==> src/hw/rtl/lsbs_pkg.sv <==
// shared types and constants for the longest subarray by sum unit
package lsbs_pkg;

  localparam int IN_W      = 16;
  localparam int TGT_W     = 27;
  localparam int POS_OUT_W = 11;
  localparam int EPOCH_W   = 8;
  localparam int PADDR_W   = 3;
  localparam int PDATA_W   = 32;

  // fibonacci hashing multiplier, split in halves
  localparam logic [31:0] GOLD_HI = 32'h9E3779B9;
  localparam logic [31:0] GOLD_LO = 32'h7F4A7C15;

  // register index, taken from paddr bit 2
  localparam logic REG_TARGET_SUM = 1'b0;

  typedef enum logic [5:0] {
    S_CLR  = 6'b000001,
    S_IDLE = 6'b000010,
    S_HASH = 6'b000100,
    S_RD   = 6'b001000,
    S_CMP  = 6'b010000,
    S_DONE = 6'b100000
  } state_e;

  typedef enum logic [2:0] {
    OP_INS0 = 3'b001,
    OP_INS  = 3'b010,
    OP_FIND = 3'b100
  } op_e;

  typedef enum logic [6:0] {
    H_IDLE = 7'b0000001,
    H_MUL0 = 7'b0000010,
    H_MUL1 = 7'b0000100,
    H_MUL2 = 7'b0001000,
    H_QUOT = 7'b0010000,
    H_REM  = 7'b0100000,
    H_FIX  = 7'b1000000
  } hstate_e;

endpackage

==> src/hw/rtl/lsbs_hash.sv <==
// multi-cycle home slot hash: 64-bit fibonacci product, high word modulo slot count
module lsbs_hash #(
  parameter int KEY_W = 28,
  parameter int SLOTS = 2048
) (
  input  logic                     clk_i,
  input  logic                     rst_ni,
  input  logic                     start_i,
  input  logic signed [KEY_W-1:0]  key_i,
  output logic                     done_o,
  output logic [$clog2(SLOTS)-1:0] slot_o
);

  localparam int IDX_W = $clog2(SLOTS);
  localparam int SH    = 32 + $clog2(SLOTS);
  localparam logic [33:0] RECIP = 34'((66'd1 << SH) / 66'(SLOTS));
  localparam logic [31:0] SLOTS_W = 32'(SLOTS);

  lsbs_pkg::hstate_e state_q, state_d;
  logic              done_q;
  logic [63:0]       key_q;
  logic [63:0]       pa_q;
  logic [31:0]       acc_q;
  logic [31:0]       quot_q;
  logic [31:0]       rem_q;
  logic [IDX_W-1:0]  slot_q;

  logic [63:0] mul_kl_hi;
  logic [63:0] mul_kh_lo;
  logic [65:0] quot_full;
  logic [63:0] rem_full;
  logic [31:0] rem_fix;

  assign mul_kl_hi = key_q[31:0] * lsbs_pkg::GOLD_HI;
  assign mul_kh_lo = key_q[63:32] * lsbs_pkg::GOLD_LO;
  assign quot_full = 66'(acc_q) * 66'(RECIP);
  assign rem_full  = quot_q * SLOTS_W;
  assign rem_fix   = (rem_q >= SLOTS_W) ? (rem_q - SLOTS_W) : rem_q;

  always_comb begin
    state_d = state_q;
    case (state_q)
      lsbs_pkg::H_IDLE: if (start_i) state_d = lsbs_pkg::H_MUL0;
      lsbs_pkg::H_MUL0: state_d = lsbs_pkg::H_MUL1;
      lsbs_pkg::H_MUL1: state_d = lsbs_pkg::H_MUL2;
      lsbs_pkg::H_MUL2: state_d = lsbs_pkg::H_QUOT;
      lsbs_pkg::H_QUOT: state_d = lsbs_pkg::H_REM;
      lsbs_pkg::H_REM:  state_d = lsbs_pkg::H_FIX;
      lsbs_pkg::H_FIX:  state_d = lsbs_pkg::H_IDLE;
      default:          state_d = lsbs_pkg::H_IDLE;
    endcase
  end

  always_ff @(posedge clk_i or negedge rst_ni) begin
    if (!rst_ni) begin
      state_q <= lsbs_pkg::H_IDLE;
      done_q  <= 1'b0;
    end else begin
      state_q <= state_d;
      done_q  <= (state_q == lsbs_pkg::H_FIX);
    end
  end

  always_ff @(posedge clk_i) begin
    case (state_q)
      lsbs_pkg::H_IDLE: if (start_i) key_q <= 64'(key_i);
      lsbs_pkg::H_MUL0: pa_q <= key_q[31:0] * lsbs_pkg::GOLD_LO;
      lsbs_pkg::H_MUL1: acc_q <= pa_q[63:32] + mul_kl_hi[31:0];
      lsbs_pkg::H_MUL2: acc_q <= acc_q + mul_kh_lo[31:0];
      lsbs_pkg::H_QUOT: quot_q <= 32'(quot_full >> SH);
      lsbs_pkg::H_REM:  rem_q <= acc_q - rem_full[31:0];
      lsbs_pkg::H_FIX:  slot_q <= rem_fix[IDX_W-1:0];
      default: ;
    endcase
  end

  assign done_o = done_q;
  assign slot_o = slot_q;

endmodule

==> config.mk <==
export PLATFORM = sky130hd
export DESIGN_NAME = lsbs_hash
export DESIGN_NICKNAME = d
export VERILOG_FILES = /design/src/hw/rtl/lsbs_pkg.sv /design/src/hw/rtl/lsbs_hash.sv
export SDC_FILE = /design/constraint.sdc
export NUM_CORES = 1
export LEC_CHECK = 0
export BUFFER_PORTS_ARGS = -buffer_cell sky130_fd_sc_hd__buf_4
export CAP_MARGIN = 20
export CORE_ASPECT_RATIO = 0.6
export CORE_MARGIN = 2
export CORE_UTILIZATION = 40
export DETAILED_ROUTE_END_ITERATION = 12
export HOLD_SLACK_MARGIN = 0.02
export PLACE_DENSITY = 0.62
export SYNTH_ARGS = -nofsm -noshare
export SYNTH_HDL_FRONTEND = slang
export SYNTH_SLANG_ARGS = --single-unit
==> constraint.sdc <==
create_clock -name clk_i -period 6.6 [get_ports clk_i]
set_input_delay 1.32 -clock clk_i [delete_from_list [all_inputs] [get_ports clk_i]]
set_output_delay 1.32 -clock clk_i [all_outputs]
set_load 0.005 [all_outputs]
==> out/metrics.csv, run 1 <==
stage,metric,value,unit
floorplanning,ios,43,
clock_network,worstSkewPairLatency,0.37,ns
synth,synth_most_common_cell,inv_1,
synth,ys_types,54,
critical_path,max_stage_delay,0.58,ns
critical_path,end_kind,register,
synth,yosys_most_used_dff,edfxtp_1,
routing,dr_total_vias,11000,
timing,fin_crit_sh,1.01,
min_path,hold_start,rem_q[9],
finish,insertedDiodeCount,0,
timing,fin_ws,-0.0719,ns
global_routing,gr-total-overflow,0,
synth,synth_cells,1513,
synth,syn_area,16400,um^2
synth,synth_top_cell_area_share,0.369,
synth,yosys.area.top_type,fa_1,
place,place_hpwl,42.6,mm
critical_path,reg2regPathDepth,21,
global_routing,gr-usage-met2,0.281,
synth,yosys_warnings,0,
routing,vias_per_cell,4.81,
floorplanning,core_area,40400,um^2
synth,synth-edff-count,72,
floorplanning,dieArea,42700,um^2
critical_path,reg2reg_from,key_q[3],
status,status,"finished, violations left",
routing,wirelength,47.5,mm
finish,fin_util,0.490,
status,violations,negative setup slack,
critical_path,crit_path_top_delay_cell,fa_1,
global_routing,grt_pass1_wl,71.8,mm
clock_network,cts_made_buffers,9,
finish,final_cells,2281,
timing,clock_skew,0.0208,ns
routing,drtIter0Drc,695,
clock_network,cts_max_path_buffers,2,
timing,fmax,150,MHz
clock_network,root_buffer,clkbuf_16,
synth,syn-num-nets,2183,
timing,setup_viol,5,
critical_path,required,6.71,ns
clock_network,cts_tree,done,
finish,fin_nets,2415,
finish,area_growth,20.8,%
timing,tightest_slew,0.751,ns
floorplanning,die_h,161,um
synth,synth-seq-cells,80,
critical_path,crit_top_cell,fa_1,
finish,drive_gt1_frac,0.209,
critical_path,cp_num_buf_inv,5,
timing,slew_headroom,0.498,
critical_path,rr_endpoint,pa_q[35],
critical_path,reg2reg_setup_slack,-0.07,ns
synth,seq_area_frac_synth,0.144,
clock_network,cts_sinks,80,
global_routing,grtUsageTotal,0.232,
critical_path,cp_max_fo,4,
routing,antenna_left,0,
routing,drc,0,
timing,rsz0062_at_grt,true,
critical_path,cp_top_family,adder cells,
global_routing,grt_pass1_vias,11500,
floorplanning,rows,57,
place,port_buffers,42,
synth,synthTopCellsByCount,"inv_1, ha_1, fa_1, edfxtp_1, xnor2_1",
min_path,min_path_cells,0,
global_routing,grt_max_degree,35,
critical_path,start_kind,register,
routing,drt_first_pass_iters,5,
place,finalWeightedCongestion,0.972,
timing,drv_slew,0,
routing,wire_per_inst,20.8,um
timing,finalHoldViolCount,0,
place,dpl.cell_count,2233,
floorplanning,die_w,265,um
clock_network,clk_pin_slew,0.07,ns
synth,async_reset_ff_frac,0.100,
clock_network,cts_htree_levels,3,
critical_path,crit_arrival,6.78,ns
floorplanning,start_util,0.405,
min_path,min_to,slot_o[9],
global_routing,antenna_found_initial,1,
finish,final_area,19800,um^2
critical_path,worstPathCellList,buf_6 > inv_4 > fa_2 > buf_6 > fa_1 > inv_2 > fa_1 > fa_1 > fa_1 > fa_1 > fa_1 > fa_1 > ha_4 > a211oi_2 > nand2_2 > a211oi_4 > o41ai_4 > o21ai_4 > nand2_2 > buf_4 > xor2_1,
place,dpl_cell_area,18600,um^2
timing,whs,0.418,ns
synth,postSynthAreaPerCell,10.8,um^2
min_path,min_path_type,reg2reg,
critical_path,criticalPathCategory,reg2reg,
timing,layout_min_cycle_time,6.67,ns
job,drv_cap,0,
global_routing,grt-busiest-layer,met1,
global_routing,grt_use_met3,0.0840,
synth,yosys-top-cells-area,"fa_1, ha_1, edfxtp_1",
global_routing,grt_use_met1,0.391,
-- final cells by class --
class | count | area [um^2]
clock buffers | 9 | 225
fillers | 3697 | 20600
repair buffers | 223 | 1780
flip-flops and latches | 80 | 2360
clock inverters | 7 | 103
multi-input cells | 908 | 12700
inverters | 523 | 1970
well taps | 531 | 664
-- cells in the final DEF, fill, tap and decap left out, types with 4 or more instances in the layout --
master,n
nand4_1,7
nor3_1,5
inv_1,499
a21oi_1,24
or3_1,6
clkbuf_16,9
o211ai_1,5
xnor2_1,55
inv_2,23
xor2_1,18
ha_1,306
fa_1,275
fa_2,27
ha_4,26
o21ai_1,8
dfrtp_1,7
buf_4,203
edfxtp_1,72
a21oi_2,10
nand2_1,29
buf_12,4
o21ai_0,8
ha_2,5
nor2_1,16
a21o_1,8
buf_6,16
-- what timing repair did --
| action | CTS | global route |
|---|---|---|
| buffers inserted | 26 | 7 |
| gates resized for setup | 85 | 65 |
| hold buffers | 0 | 0 |
| endpoints found under the setup margin | 11 | 11 |
| pin swaps | 89 | 26 |
-- per-layer routing --
layer | share of wire | vias up
li1 | - | 5088
met1 | 0.54 | 5595
met2 | 0.36 | 265
met3 | 0.095 | 15
met4 | 0.0037 | 0
met5 | 0 | -
-- worst max path at each step --
stage / slack (ns) / from / end / cells after the start
floorplan: 0.07 / key_q[5] / pa_q[42] / 19
detailed placement: -0.69 / key_q[3] / pa_q[36] / 21
finish: -0.07 / key_q[3] / pa_q[35] / 21
global route: -0.25 / key_q[3] / pa_q[35] / 21
CTS: -0.03 / key_q[4] / pa_q[35] / 20
global placement: -0.58 / key_q[4] / pa_q[35] / 22
-- cell families after synthesis --
family                   synth area share
AO/OA/AOI/OAI                      0.0405
XOR/XNOR                           0.0390
adder cells (fa/ha/maj)             0.626
buffers and inverters               0.120
flip-flops                          0.144
multiplexers                     0.000610
AND/OR/NAND/NOR                    0.0297
-- metrics by stage --
stage               setup slack [ns]  TNS, ns
finish                       -0.0719   -0.197
detailed placement            -0.693    -3.09
global placement              -0.579    -2.80
global route                  -0.251    -1.56
floorplan                     0.0736        0
CTS                          -0.0299  -0.0463
-- flip-flops by register name, indices dropped and copies added (netlist names) --
register,cells
acc_q,11
done_o,1
key_q,28
pa_q,11
rem_q,11
slot_o,11
state_q,7
Power of run 1 is not shown: default switching activity piles up to over one toggle a cycle in this logic, so the estimate is an artifact.
==> inputs of run 2 (changes only) <==
--- a/config.mk
+++ b/config.mk
@@ -5,6 +5,7 @@
 export SDC_FILE = /design/constraint.sdc
 export NUM_CORES = 1
 export LEC_CHECK = 0
+export ABC_AREA = 1
 export BUFFER_PORTS_ARGS = -buffer_cell sky130_fd_sc_hd__buf_4
 export CAP_MARGIN = 20
 export CORE_ASPECT_RATIO = 0.6
@@ -12,7 +13,7 @@
 export CORE_UTILIZATION = 40
 export DETAILED_ROUTE_END_ITERATION = 12
 export HOLD_SLACK_MARGIN = 0.02
-export PLACE_DENSITY = 0.62
+export PLACE_DENSITY = 0.6
 export SYNTH_ARGS = -nofsm -noshare
 export SYNTH_HDL_FRONTEND = slang
 export SYNTH_SLANG_ARGS = --single-unit
==> constraint.sdc (replaced) <==
create_clock -name clk_i -period 6.8 [get_ports clk_i]
set_input_delay 1.36 -clock clk_i [delete_from_list [all_inputs] [get_ports clk_i]]
set_output_delay 1.36 -clock clk_i [all_outputs]
set_load 0.005 [all_outputs]
==> run 2 against run 1 <==
Effect of this change: clock-buffer cell count unchanged; global-route usage up 1.6 points; die area up 9.0%; critical path type unchanged; via count up 18%; the flow now finishes without violations; flip-flop and latch count unchanged; synthesized cell count up 31%; design area up 0.92%; non-clock buffer count down 109; first-iteration DRC count up 59%; maximum frequency up 1.2%; critical path depth up 1.
==> out/metrics.csv, run 2 <==
stage,metric,value,unit,change
synth,synth_top_cell_area_share,0.338,,-0.0310
critical_path,reg2regPathDepth,22,,+4.8%
routing,drc,0,,unchanged
global_routing,grt_max_degree,34,,-2.9%
floorplanning,ios,43,,unchanged
job,drv_cap,0,,unchanged
place,dpl_cell_area,19300,um^2,+4.1%
synth,synth_cells,1975,,+31%
place,finalWeightedCongestion,1.00,,+2.9%
finish,fin_util,0.457,,-0.0332
floorplanning,start_util,0.409,,+0.00341
finish,final_area,20000,um^2,+0.92%
synth,synthTopCellsByCount,"inv_1, ha_1, fa_1, nand2_1, nor2_1",,
timing,fin_crit_sh,0.969,,-0.0417
finish,layout.cells.most_common,inv_1,,
critical_path,end_kind,register,,
timing,whs,0.421,ns,+0.00321 ns
global_routing,antenna_found_initial,1,,unchanged
timing,tightest_slew,0.752,ns,+0.000446 ns
clock_network,worstSkewPairLatency,0.39,ns,+0.02 ns
global_routing,grt_pass1_vias,13500,,+17%
critical_path,startpoint,key_q[10],,
finish,final_cell_mix,"inv_1, ha_1, nand2_1",,
critical_path,reg2reg_from,key_q[10],,
floorplanning,die_h,168,um,+4.4%
synth,syn-num-nets,2645,,+21%
routing,antenna_left,0,,unchanged
routing,wirelength,54.8,mm,+15%
clock_network,clk_pin_slew,0.09,ns,+0.02 ns
min_path,min_path_type,reg2reg,,
synth,async_reset_ff_frac,0.100,,unchanged
finish,largest_register,key_q,,
timing,layout_min_cycle_time,6.59,ns,-0.0816 ns
synth,synth-seq-cells,80,,unchanged
global_routing,gr-total-overflow,0,,unchanged
critical_path,reg2reg_setup_slack,0.21,ns,+0.28 ns
place,place_hpwl,49.2,mm,+16%
place,dp_slack,0.00778,ns,+0.701 ns
finish,fin_nets,2768,,+15%
finish,drive_gt1_frac,0.101,,-0.108
clock_network,cts_sinks,80,,unchanged
floorplanning,die_w,277,um,+4.4%
synth,synth-edff-count,72,,unchanged
synth,postSynthAreaPerCell,9.06,um^2,-16%
critical_path,crit_end,pa_q[41],,
routing,dr_total_vias,12900,,+18%
synth,seq_area_frac_synth,0.132,,-0.0121
floorplanning,rows,59,,+3.5%
routing,wire_per_inst,20.4,um,-1.8%
routing,drtIter0Drc,1108,,+59%
finish,largest_register_ffs,28,,unchanged
clock_network,cts_htree_levels,3,,unchanged
synth,ys_types,39,,-28%
clock_network,cts_tree,done,,
timing,drv_slew,0,,unchanged
synth,synth_most_common_cell,inv_1,,
timing,fin_ws,0.210,ns,+0.282 ns
timing,setup_viol,0,,-5
floorplanning,core_area,43800,um^2,+8.3%
critical_path,required,6.94,ns,+0.23 ns
global_routing,grtUsageTotal,0.248,,+0.0156
critical_path,crit_arrival,6.73,ns,-0.05 ns
synth,syn_area,17900,um^2,+9.2%
global_routing,grt_pass1_wl,83.1,mm,+16%
timing,clock_skew,0.0227,ns,+0.00193 ns
clock_network,root_buffer,clkbuf_16,,
timing,finalHoldViolCount,0,,unchanged
clock_network,cts_hold_buf,0,,unchanged
critical_path,rr_endpoint,pa_q[41],,
clock_network,cts_made_buffers,9,,unchanged
place,port_buffers,42,,unchanged
routing,vias_per_cell,4.83,,+0.41%
critical_path,cp_max_fo,3,,-1
synth,yosys_warnings,0,,unchanged
synth,yosys.area.top_type,fa_1,,
critical_path,start_kind,register,,
floorplanning,dieArea,46500,um^2,+9.0%
synth,yosys_most_used_dff,edfxtp_1,,
timing,slew_headroom,0.495,,-0.00264
finish,area_growth,11.7,%,
status,status,"complete, no violations",,
synth,yosys-top-cells-area,"fa_1, ha_1, inv_1",,
critical_path,criticalPathCategory,reg2reg,,
timing,fmax,152,MHz,+1.2%
routing,drt_first_pass_iters,5,,unchanged
clock_network,cts_max_path_buffers,2,,unchanged
==> run 2: final cells by class <==
type / count / area, um^2
antenna: 1 / 2.50
inverter: 647 / 2430
timing repair buffer: 114 / 885
clock buffer: 9 / 225
fill: 4253 / 23800
tap: 579 / 724
multi-input combinational: 1246 / 13300
sequential: 80 / 2360
clock inverter: 7 / 86.3
==> run 2: critical path, stage by stage (launching register included) <==
cell	delay [ns]
edfxtp_1	0.41
clkinvlp_4	0.24
fa_2	0.62
inv_1	0.10
fa_1	0.59
fa_1	0.47
fa_1	0.60
inv_1	0.07
fa_1	0.53
fa_1	0.56
inv_1	0.06
fa_1	0.52
ha_1	0.31
ha_1	0.32
buf_4	0.16
nand2_1	0.09
inv_1	0.05
a21oi_1	0.18
nand2_1	0.08
a21oi_1	0.16
nand3_1	0.09
nand2_1	0.06
nand2_1	0.04
==> run 2: through the flow <==
step                      TNS (ns)  std cells
after floorplan                  0       1975
after global placement     -0.0176       2639
after detailed placement         0       2640
after CTS                        0       2656
after global routing       -0.0115       2682
final                            0       2683
==> run 2: repair_timing <==
action | CTS | global route
setup buffers | 0 | 26
endpoints found under the setup margin | 4 | 11
gates resized for setup | 1 | 48
pin swaps | 0 | 7
==> run 2: layer usage <==
metal / vias to the layer above / share of wire / global-route usage
li1: 6166 / - / -
met1: 6323 / 0.49 / 0.372
met2: 434 / 0.35 / 0.300
met3: 25 / 0.15 / 0.149
met4: 0 / 0.0078 / 0.0321
met5: - / 0 / 0
==> run 2: how the worst min path moves through the flow <==
stage / from / slack [ns] / depth (start not counted) / endpoint
after floorplan: rem_q[0] / 0.40 / 0 / slot_o[0]
after global placement: rem_q[8] / 0.40 / 0 / slot_o[8]
after detailed placement: rem_q[4] / 0.40 / 0 / slot_o[4]
after CTS: rem_q[6] / 0.42 / 0 / slot_o[6]
after global routing: rem_q[6] / 0.43 / 0 / slot_o[6]
final: rem_q[8] / 0.42 / 0 / slot_o[8]
==> run 2: cells by family after synthesis <==
kind of cell	count (synthesis)	synth area share
buffers and inverters	649	0.136
adder cells (fa/ha/maj)	639	0.573
AND/OR/NAND/NOR	481	0.115
AO/OA/AOI/OAI	102	0.0317
flip-flops	80	0.132
XOR/XNOR	24	0.0117
Power of run 2 is left out for the same reason.
