## src/hw/rtl/lsbs_ram.sv

```systemverilog
// generic single-port ram with registered read
module lsbs_ram #(
  parameter int WIDTH = 8,
  parameter int DEPTH = 16
) (
  input  logic                     clk_i,
  input  logic                     we_i,
  input  logic [$clog2(DEPTH)-1:0] addr_i,
  input  logic [WIDTH-1:0]         wdata_i,
  output logic [WIDTH-1:0]         rdata_o
);

  logic [WIDTH-1:0] mem_q [DEPTH];
  logic [WIDTH-1:0] rdata_q;

  always_ff @(posedge clk_i) begin
    if (we_i) begin
      mem_q[addr_i] <= wdata_i;
    end
    rdata_q <= mem_q[addr_i];
  end

  assign rdata_o = rdata_q;

endmodule

```

## config.mk

```make
export PLATFORM = sky130hd
export DESIGN_NAME = lsbs_ram
export DESIGN_NICKNAME = d
export VERILOG_FILES = /design/src/hw/rtl/lsbs_ram.sv
export SDC_FILE = /design/constraint.sdc
export NUM_CORES = 1
export LEC_CHECK = 0
export ABC_AREA = 1
export BUFFER_PORTS_ARGS = -buffer_cell sky130_fd_sc_hd__buf_2
export CAP_MARGIN = 20
export CORE_MARGIN = 5
export CORE_UTILIZATION = 50
export CTS_CLUSTER_DIAMETER = 40
export DETAILED_ROUTE_END_ITERATION = 7
export GPL_TIMING_DRIVEN = 0
export PLACE_DENSITY = 0.67
export RECOVER_POWER = 50
export SLEW_MARGIN = 0
export SYNTH_ARGS = -nofsm -noshare
export SYNTH_HDL_FRONTEND = slang
export SYNTH_SLANG_ARGS = --single-unit
```

## constraint.sdc

```tcl
create_clock -name clk_i -period 2.27 [get_ports clk_i]
set_input_delay 0.227 -clock clk_i [delete_from_list [all_inputs] [get_ports clk_i]]
set_output_delay 0.227 -clock clk_i [all_outputs]
set_load 0.1 [all_outputs]
```

==> flow_metrics.env, run 1 <==
export IMPL_slew_violations=0
export IMPL_drt_wl_total_um=12100
export IMPL_io_buffers=20
export IMPL_drtIter0Drc=288
export IMPL_combPwrFrac=0.076
export IMPL_cts_setup_buffers=0
export IMPL_synth_top_family_by_area="simple AND/OR/NAND/NOR gates"
export IMPL_die_area_um2=13400
export IMPL_synthTopCellsByArea="edfxtp_1, nand2_1, dfxtp_1, inv_1, nor2_1"
export IMPL_diodes=0
export IMPL_yosys_area_share_adder=0
export IMPL_setup_viol=0
export IMPL_place_inst=708
export IMPL_tns_ns=0
export IMPL_core_area_um2=10900
export IMPL_leakage_nw=2.76
export IMPL_fin_crit_ns=1.64
export IMPL_synth_cell_types=11
export IMPL_routed_via_density=5.03
export IMPL_clkPwrFrac=0.458
export IMPL_rows=38
export IMPL_intPower_mw=4.67
export IMPL_cp_required_ns=2.42
export IMPL_htreeDepth=4
export IMPL_end_kind="flip-flop"
export IMPL_grt_max_degree=17
export IMPL_synth_nets=562
export IMPL_critPathArrivalTime_ns=1.78
export IMPL_track_usage=0.194
export IMPL_worstPathCellList="buf_2 > clkbuf_1 > nand3_1 > nor2_1"
export IMPL_fp_dieW_um=116
export IMPL_grt_pass1_vias=3589
export IMPL_dp_final_hpwl_um=7760
export IMPL_ys_warn_count=0
export IMPL_cap_viol_max_count=0
export IMPL_p_switching_mw=1.38
export IMPL_start_kind="primary input"
export IMPL_max_slew_margin_rel=0.396
export IMPL_start_util=0.514
export IMPL_yosys_area_top_type_share=0.687
export IMPL_preCtsSetupSlack_ns=0.109
export IMPL_wl_per_cell_um=16.3
export IMPL_netlist_area_um2=5590
export IMPL_overflow=0
export IMPL_syn_inst=548
export IMPL_max_freq_ghz=0.611
export IMPL_post_cts_resized=0
export IMPL_cp_slowest_cell="nor2_1"
export IMPL_ir_drop_mv=0.549
export IMPL_cp_max_fo=10
export IMPL_ys_async_sr_fraction=0
export IMPL_fin_hold_ws_ns=0.260
export IMPL_yosys_area_share_simple=0.248
export IMPL_synth_edff_count=128
export IMPL_io_pins=22
export IMPL_grt_pass1_wl_um=18900
export IMPL_crit_type="in -> reg"
export IMPL_post_synth_top_count_cell="nand2_1"
export IMPL_antenna_found_initial=0
export IMPL_nets=601
export IMPL_path_buf_inv=2
export IMPL_cts_root_buffer="clkbuf_8"
export IMPL_seq_power_share=0.467
export IMPL_drt_pass1_iter_count=5
export IMPL_die_height_um=116
export IMPL_clk_pin_slew_ns=0.06
export IMPL_synth_main_ff_cell="edfxtp_1"
export IMPL_gp_congestion=0.842
export IMPL_avgSynthCellArea_um2=10.2
export IMPL_setup_ws_ns=0.633
export IMPL_cts_hold_buf=0
export IMPL_worst_pin_slew_ns=0.906
export IMPL_synth_top_cell_by_area="edfxtp_1"
export IMPL_min_path_type="in -> reg"
export IMPL_power_density_nw_per_um2=937
export IMPL_cts_buffers=17
export IMPL_hold_viol=0
export IMPL_synth_seq_cells=136
export IMPL_yosys_top_cells_count="nand2_1, edfxtp_1, inv_1, nor2_1, buf_2"
export IMPL_drc=0
export IMPL_switching_share=0.228
export IMPL_num_vias=3725
export IMPL_synth_compound_area_frac=0
export IMPL_outcome="complete, no violations"
export IMPL_clkLatencyLatePin_ns=0.52
export IMPL_crit_path_max_incr_delay_ns=0.66
export IMPL_fill_cells=899
export IMPL_layout_cells_non_filler=740
export IMPL_cts_path_max_buffers=2
export IMPL_ant_nets=0
export IMPL_yosys_area_share_xor_xnor=0
export IMPL_path_delay_family="simple AND/OR/NAND/NOR gates"
export IMPL_power_total_mw=6.05
export IMPL_drive_above_1_share=0.100
export IMPL_area_delta_synth_final_pct=15.5
export IMPL_finClkSkew_ns=0.00830
export IMPL_rsz0062_at_grt="false"
export IMPL_cts_sinks=136
export IMPL_cts_tree="yes"
export IMPL_period_share=0.721
export IMPL_muxShareOfSynthArea=0
export IMPL_ys_seq_area_frac=0.716
-- cells by family (layout without fill, tap and decap cells) --
logic type | Yosys count | in the layout
simple gates | 368 | 368
flops | 136 | 136
buf+inv | 44 | 96
-- metal layers --
metal,share of wire,track usage,routed length (um)
met1,0.42,0.252,5090
met2,0.48,0.315,5820
met3,0.067,0.0433,802
met4,0.029,0.0828,344
met5,0,0,0
-- layout make-up --
class / instances / area (um^2) / area share
Buffer: 21 / 116 / 0.0180
Clock buffer: 18 / 418 / 0.0647
Clock inverter: 14 / 181 / 0.0281
Inverter: 23 / 86.3 / 0.0134
Multi-Input combinational cell: 368 / 1390 / 0.215
Sequential cell: 136 / 4000 / 0.620
Tap cell: 140 / 175 / 0.0271
Timing Repair Buffer: 20 / 90.1 / 0.0140
-- worst min-delay path, cell delays in order --
cell     delay (ns)
buf_2          0.11
nor2_1         0.15
nand2_1        0.10
nand2_1        0.05
inv_1          0.04
nand2_1        0.04
-- metrics by stage --
| stage | utilization | area, um^2 |
|---|---|---|
| after floorplan | - | 5590 |
| after detailed placement | 0.539 | 5870 |
| after global placement | 0.539 | 5870 |
| after CTS | 0.594 | 6470 |
| after global routing | 0.593 | 6460 |
| final | 0.593 | 6460 |
-- flip-flops by register name (all words and copies together), names as in the netlist --
signal and count:
mem_q 128, rdata_o 8
-- worst paths after layout --
kind	start	to	slack, ns	cells past startpoint
worst min-delay path	addr_i[2]	rdata_o[1]$_DFF_P_	0.26	6
worst min register to register	mem_q[0][1]$_DFFE_PP_	rdata_o[1]$_DFF_P_	0.70	8
worst max-delay path	addr_i[1]	mem_q[2][1]$_DFFE_PP_	0.63	4
worst max register to register	mem_q[15][0]$_DFFE_PP_	rdata_o[0]$_DFF_P_	1.24	8
-- cells in the final DEF (no fill, tap or decap), drive strengths merged --
cell | netlist | layout
nand2 | 346 | 346
edfxtp | 128 | 128
buf | 18 | 30
clkbuf | 3 | 29
inv | 22 | 22
nor2 | 18 | 18
dfxtp | 8 | 8
clkinv | 1 | 7
nand3 | 4 | 4
clkinvlp | 0 | 4
bufinv | 0 | 4
-- power by group through the flow --
stage,sequential (mW),clock [mW],combinational [mW]
6_report,2.82,2.77,0.457
5_1_grt,2.83,2.93,0.501
4_1_cts,2.82,2.79,0.462
3_5_place_dp,2.87,0,0.459
3_3_place_gp,2.87,0,0.456
2_1_floorplan,3.00,0,0.194
No activity file was read; power rests on OpenSTA's default activity.
==> run 2, diff against run 1 <==
Clock period 2.27 ns to 1.6 ns, I/O delays scaled along.
==> run 2 against run 1 <==
Against the previous run: clock-buffer cell count is the same; via count grew 0.99%; sequential share of layout area shrank 0.072 points; die area is the same; hold slack lost 0.071 ns; clock power grew 42%; highest routed layer unchanged; global-route usage is the same; design area grew 0.12%; sequential power grew 42%.
==> flow_metrics.env, run 2 (same netlist as run 1, synthesis figures left out) <==
export IMPL_outcome="complete, no violations"
export IMPL_p_switching_mw=1.95
export IMPL_cp_required_ns=1.75
export IMPL_ff2ff_setup_slack_ns=0.57
export IMPL_period_share=0.981
export IMPL_cts_sinks=136
export IMPL_num_vias=3762
export IMPL_startpoint="addr_i[0]"
export IMPL_preCtsSetupSlack_ns=-0.494
export IMPL_switching_share=0.228
export IMPL_wl_per_cell_um=16.3
export IMPL_critPathArrivalTime_ns=1.72
export IMPL_diodes=0
export IMPL_io_buffers=20
export IMPL_worstSetupEndpoint="mem_q[0][1]$_DFFE_PP_"
export IMPL_grt_max_degree=17
export IMPL_rows=38
export IMPL_grt_pass1_wl_um=18900
export IMPL_cts_buffers=17
export IMPL_cp_max_fo=10
export IMPL_intPower_mw=6.63
export IMPL_drive_above_1_share=0.105
export IMPL_drc=0
export IMPL_min_path_type="in -> reg"
export IMPL_start_kind="primary input"
export IMPL_combPwrFrac=0.076
export IMPL_cts_tree="yes"
export IMPL_grt_pass1_vias=3589
export IMPL_clkPwrFrac=0.457
export IMPL_antenna_found_initial=0
export IMPL_clk_pin_slew_ns=0.06
export IMPL_hold_viol=0
export IMPL_die_area_um2=13400
export IMPL_htreeDepth=4
export IMPL_routed_via_density=5.08
export IMPL_ant_nets=0
export IMPL_cts_setup_buffers=0
export IMPL_overflow=0
export IMPL_nets=601
export IMPL_die_height_um=116
export IMPL_dp_final_hpwl_um=7760
export IMPL_drtIter0Drc=332
export IMPL_drt_wl_total_um=12100
export IMPL_drt_pass1_iter_count=5
export IMPL_track_usage=0.194
export IMPL_largest_register_ffs=128
export IMPL_fin_hold_ws_ns=0.189
export IMPL_max_freq_ghz=0.637
export IMPL_ir_drop_mv=0.779
export IMPL_worst_pin_slew_ns=0.901
export IMPL_fin_crit_ns=1.57
export IMPL_crit_type="in -> reg"
export IMPL_core_area_um2=10900
export IMPL_leakage_nw=2.76
export IMPL_cts_path_max_buffers=2
export IMPL_power_density_nw_per_um2=1330
export IMPL_cap_viol_max_count=0
export IMPL_area_delta_synth_final_pct=15.6
export IMPL_mostFrequentLayoutCells="nand2_1, edfxtp_1, buf_2"
export IMPL_seq_power_share=0.467
export IMPL_setup_ws_ns=0.0298
export IMPL_top_register="mem_q"
export IMPL_setup_viol=0
export IMPL_layout_commonest_cell="nand2_1"
export IMPL_end_kind="flip-flop"
export IMPL_io_pins=22
export IMPL_rsz0062_at_grt="true"
export IMPL_cts_root_buffer="clkbuf_8"
export IMPL_start_util=0.514
export IMPL_gp_congestion=0.842
export IMPL_worstReg2RegEnd="rdata_o[0]$_DFF_P_"
export IMPL_clkLatencyLatePin_ns=0.52
export IMPL_ff2ff_path_depth=8
export IMPL_reg2reg_from="mem_q[15][0]$_DFFE_PP_"
export IMPL_slew_violations=0
export IMPL_max_slew_margin_rel=0.400
export IMPL_finClkSkew_ns=0.00901
export IMPL_fp_dieW_um=116
-- run 2: changes by cell type in the layout (fill, tap and decap cells not counted) --
cell / delta
nor2_1: -3
nor2_2: +3
-- run 2: how the worst min path moves through the flow --
stage	cells after the start	from	slack (ns)	to
after floorplan	0	wdata_i[0]	0.26	mem_q[0][0]$_DFFE_PP_
after global placement	1	wdata_i[7]	0.59	mem_q[15][7]$_DFFE_PP_
after detailed placement	1	wdata_i[7]	0.59	mem_q[15][7]$_DFFE_PP_
after CTS	1	wdata_i[7]	0.03	mem_q[13][7]$_DFFE_PP_
after global routing	6	addr_i[2]	0.22	rdata_o[2]$_DFF_P_
final	6	addr_i[2]	0.19	rdata_o[1]$_DFF_P_
-- run 2: area by class of cell --
cell class | instances | area, um^2
plain buffers | 21 | 116
clock buffers | 18 | 418
clock inverters | 14 | 181
fillers | 896 | 4420
inverters | 23 | 86.3
multi-input cells | 368 | 1390
flip-flops and latches | 136 | 4000
well taps | 140 | 175
repair buffers | 20 | 90.1
-- run 2: timing repair --
item / 4_1_cts / 5_1_grt
endpoints found under the setup margin: 0 / 33
hold buffers: 0 / 0
gates resized for setup: 0 / 3
-- run 2: power by group through the flow --
| stage | Combinational, mW | Clock (mW) | Sequential (mW) |
|---|---|---|---|
| global placement | 0.647 | 0 | 4.07 |
| global route | 0.712 | 4.15 | 4.01 |
| finish | 0.651 | 3.93 | 4.01 |
| floorplan | 0.275 | 0 | 4.25 |
| CTS | 0.656 | 3.96 | 4.00 |
| detailed placement | 0.651 | 0 | 4.08 |
-- run 2: stage by stage --
stage	power (mW)	util	setup TNS [ns]	instances	cell area, um^2
after floorplan	4.52	-	0	548	5590
after global placement	4.72	0.539	-49.84	708	5870
after detailed placement	4.73	0.539	-54.27	708	5870
after CTS	8.62	0.594	0	740	6470
after global routing	8.87	0.594	-0.940	740	6460
final	8.58	0.594	0	740	6460
-- run 2: worst max-delay path: stages --
cell	delay, ns
buf_2	0.12
inv_2	0.06
buf_4	0.16
buf_2	0.25
nand3_1	0.28
nor2_1	0.68
-- run 2: routing by layer --
metal | global-route usage | vias up | share of wire
met5 | 0 | - | 0
met4 | 0.0828 | 0 | 0.028
met3 | 0.0433 | 28 | 0.072
met2 | 0.315 | 153 | 0.48
met1 | 0.252 | 1748 | 0.42
li1 | - | 1833 | -
==> run 3, diff against run 2 <==
Settings changed: CORE_UTILIZATION 50 to 60, PLACE_DENSITY 0.67 to 0.79, REMOVE_ABC_BUFFERS set to 1.
==> run 3 against run 2 <==
Against the previous run: clock skew shrank 0.0012 ns; clock power is essentially flat; sequential share of layout area grew 0.48 points; first-iteration DRC count grew 3.3%; critical path type unchanged; register-to-register slack lost 0.02 ns; cell count shrank 6.5%; clock-buffer cell count is the same; combinational power shrank 2%; global-route usage grew 2.3 points.
==> flow_metrics.env, run 3 (same netlist as run 1, synthesis figures left out) <==
export IMPL_dp_final_hpwl_um=6350
export IMPL_max_freq_ghz=0.658
export IMPL_cts_setup_buffers=0
export IMPL_drt_pass1_iter_count=6
export IMPL_post_cts_resized=21
export IMPL_cap_viol_max_count=0
export IMPL_cp_slowest_cell="nor2_2"
export IMPL_intPower_mw=6.62
export IMPL_placed_area_um2=5740
export IMPL_overflow=0
export IMPL_largest_register_ffs=128
export IMPL_drt_wl_total_um=11500
export IMPL_core_area_um2=9150
export IMPL_crit_path_max_incr_delay_ns=0.51
export IMPL_cp_max_fo=35
export IMPL_area_delta_synth_final_pct=14.7
export IMPL_top_register="mem_q"
export IMPL_finClkSkew_ns=0.00786
export IMPL_grt_pass1_wl_um=18200
export IMPL_min_path_type="in -> reg"
export IMPL_final_util=0.701
export IMPL_slew_violations=0
export IMPL_outcome="complete, no violations"
export IMPL_mostFrequentLayoutCells="nand2_1, edfxtp_1, inv_1"
export IMPL_met2WireLength_um=5590
export IMPL_leakage_nw=2.71
export IMPL_die_area_um2=11400
export IMPL_p_switching_mw=1.96
export IMPL_grt_pass1_vias=3557
export IMPL_drtIter0Drc=343
export IMPL_drc=0
export IMPL_ff2ff_path_depth=8
export IMPL_wl_met1_um=4530
export IMPL_path_depth=4
export IMPL_power_density_nw_per_um2=1340
export IMPL_combPwrFrac=0.074
export IMPL_critPathArrivalTime_ns=1.68
export IMPL_clk_pin_slew_ns=0.06
export IMPL_nets=582
export IMPL_ant_nets=0
export IMPL_cp_required_ns=1.76
export IMPL_crit_type="in -> reg"
export IMPL_wl_met3_um=1200
export IMPL_antenna_found_initial=0
export IMPL_top_layer_used="met4"
export IMPL_cts_sinks=136
export IMPL_setup_viol=0
export IMPL_routed_via_density=5.33
export IMPL_grt_max_degree=67
export IMPL_io_pins=22
export IMPL_seq_power_share=0.467
export IMPL_start_kind="primary input"
export IMPL_ir_drop_mv=0.751
export IMPL_num_vias=3686
export IMPL_cts_hold_buf=0
export IMPL_fp_dieW_um=107
export IMPL_path_buf_inv=2
export IMPL_die_height_um=107
export IMPL_path_delay_family="simple AND/OR/NAND/NOR gates"
export IMPL_rows=35
export IMPL_hold_viol=0
export IMPL_gp_congestion=0.776
export IMPL_fin_hold_ws_ns=0.160
export IMPL_end_kind="flip-flop"
export IMPL_cts_tree="yes"
export IMPL_fin_crit_ns=1.52
export IMPL_wl_per_cell_um=16.6
export IMPL_period_share=0.949
export IMPL_fill_cells=616
export IMPL_track_usage=0.216
export IMPL_max_slew_margin_rel=0.485
export IMPL_cts_buffers=17
export IMPL_rsz0062_at_grt="false"
export IMPL_layout_commonest_cell="nand2_1"
export IMPL_worstPathCellList="clkbuf_4 > clkinv_4 > nand3_1 > nor2_2"
export IMPL_worst_pin_slew_ns=0.773
export IMPL_holdPathStages=6
export IMPL_io_buffers=21
export IMPL_cts_root_buffer="clkbuf_8"
export IMPL_htreeDepth=4
export IMPL_cts_path_max_buffers=2
export IMPL_stdcell_area_um2=6410
export IMPL_clkPwrFrac=0.459
export IMPL_start_util=0.611
export IMPL_drive_above_1_share=0.105
export IMPL_clkLatencyLatePin_ns=0.52
export IMPL_diodes=0
export IMPL_switching_share=0.229
[run 3: changes by cell type in the layout (fill, tap and decap cells not counted), sizes merged]
cell	before	now
buf	30	13
clkbuf	29	27
clkinv	7	8
clkinvlp	4	1
inv	22	24
[run 3: metrics by stage]
step | setup WS (ns) | setup TNS, ns | power, mW | std cells
after CTS | -0.149 | -2.22 | 8.59 | 692
final | 0.0813 | 0 | 8.58 | 692
after floorplan | -0.125 | -7.03 | 4.48 | 527
after global placement | -1.62 | -180.80 | 4.67 | 659
after detailed placement | -1.34 | -152.09 | 4.69 | 660
after global routing | 0.0426 | 0 | 8.85 | 692
[run 3: worst paths after layout]
check	slack (ns)	startpoint	endpoint
worst max register to register	0.55	mem_q[11][7]$_DFFE_PP_	rdata_o[7]$_DFF_P_
worst max-delay path	0.08	addr_i[1]	mem_q[12][1]$_DFFE_PP_
worst min register to register	0.70	mem_q[0][0]$_DFFE_PP_	rdata_o[0]$_DFF_P_
worst min-delay path	0.16	addr_i[2]	rdata_o[0]$_DFF_P_
[run 3: power groups by stage]
stage | registers, mW | clock network (mW) | logic, mW
after floorplan | 4.25 | 0 | 0.228
after global placement | 4.07 | 0 | 0.597
after detailed placement | 4.08 | 0 | 0.612
after CTS | 4.00 | 3.96 | 0.629
after global routing | 4.01 | 4.14 | 0.694
final | 4.00 | 3.94 | 0.635
[run 3: layer usage]
metal | global-route usage | vias up
met4 | 0.0749 | 0
met5 | 0 | -
met3 | 0.0607 | 18
met1 | 0.290 | 1708
li1 | - | 1790
met2 | 0.343 | 170
[run 3: worst min-delay path: cells and delay by family]
kind	cells	cell delay, ns
and+or+nand+nor	4	0.30
buffers and inverters	2	0.17
[run 3: final cells by class]
type	instances	area [um^2]	share of cell area
Timing Repair Buffer	22	120	0.0187
Multi-Input combinational cell	368	1460	0.227
Sequential cell	136	4000	0.624
Clock buffer	18	418	0.0651
Inverter	23	98.8	0.0154
Clock inverter	14	179	0.0279
Tap cell	111	139	0.0217
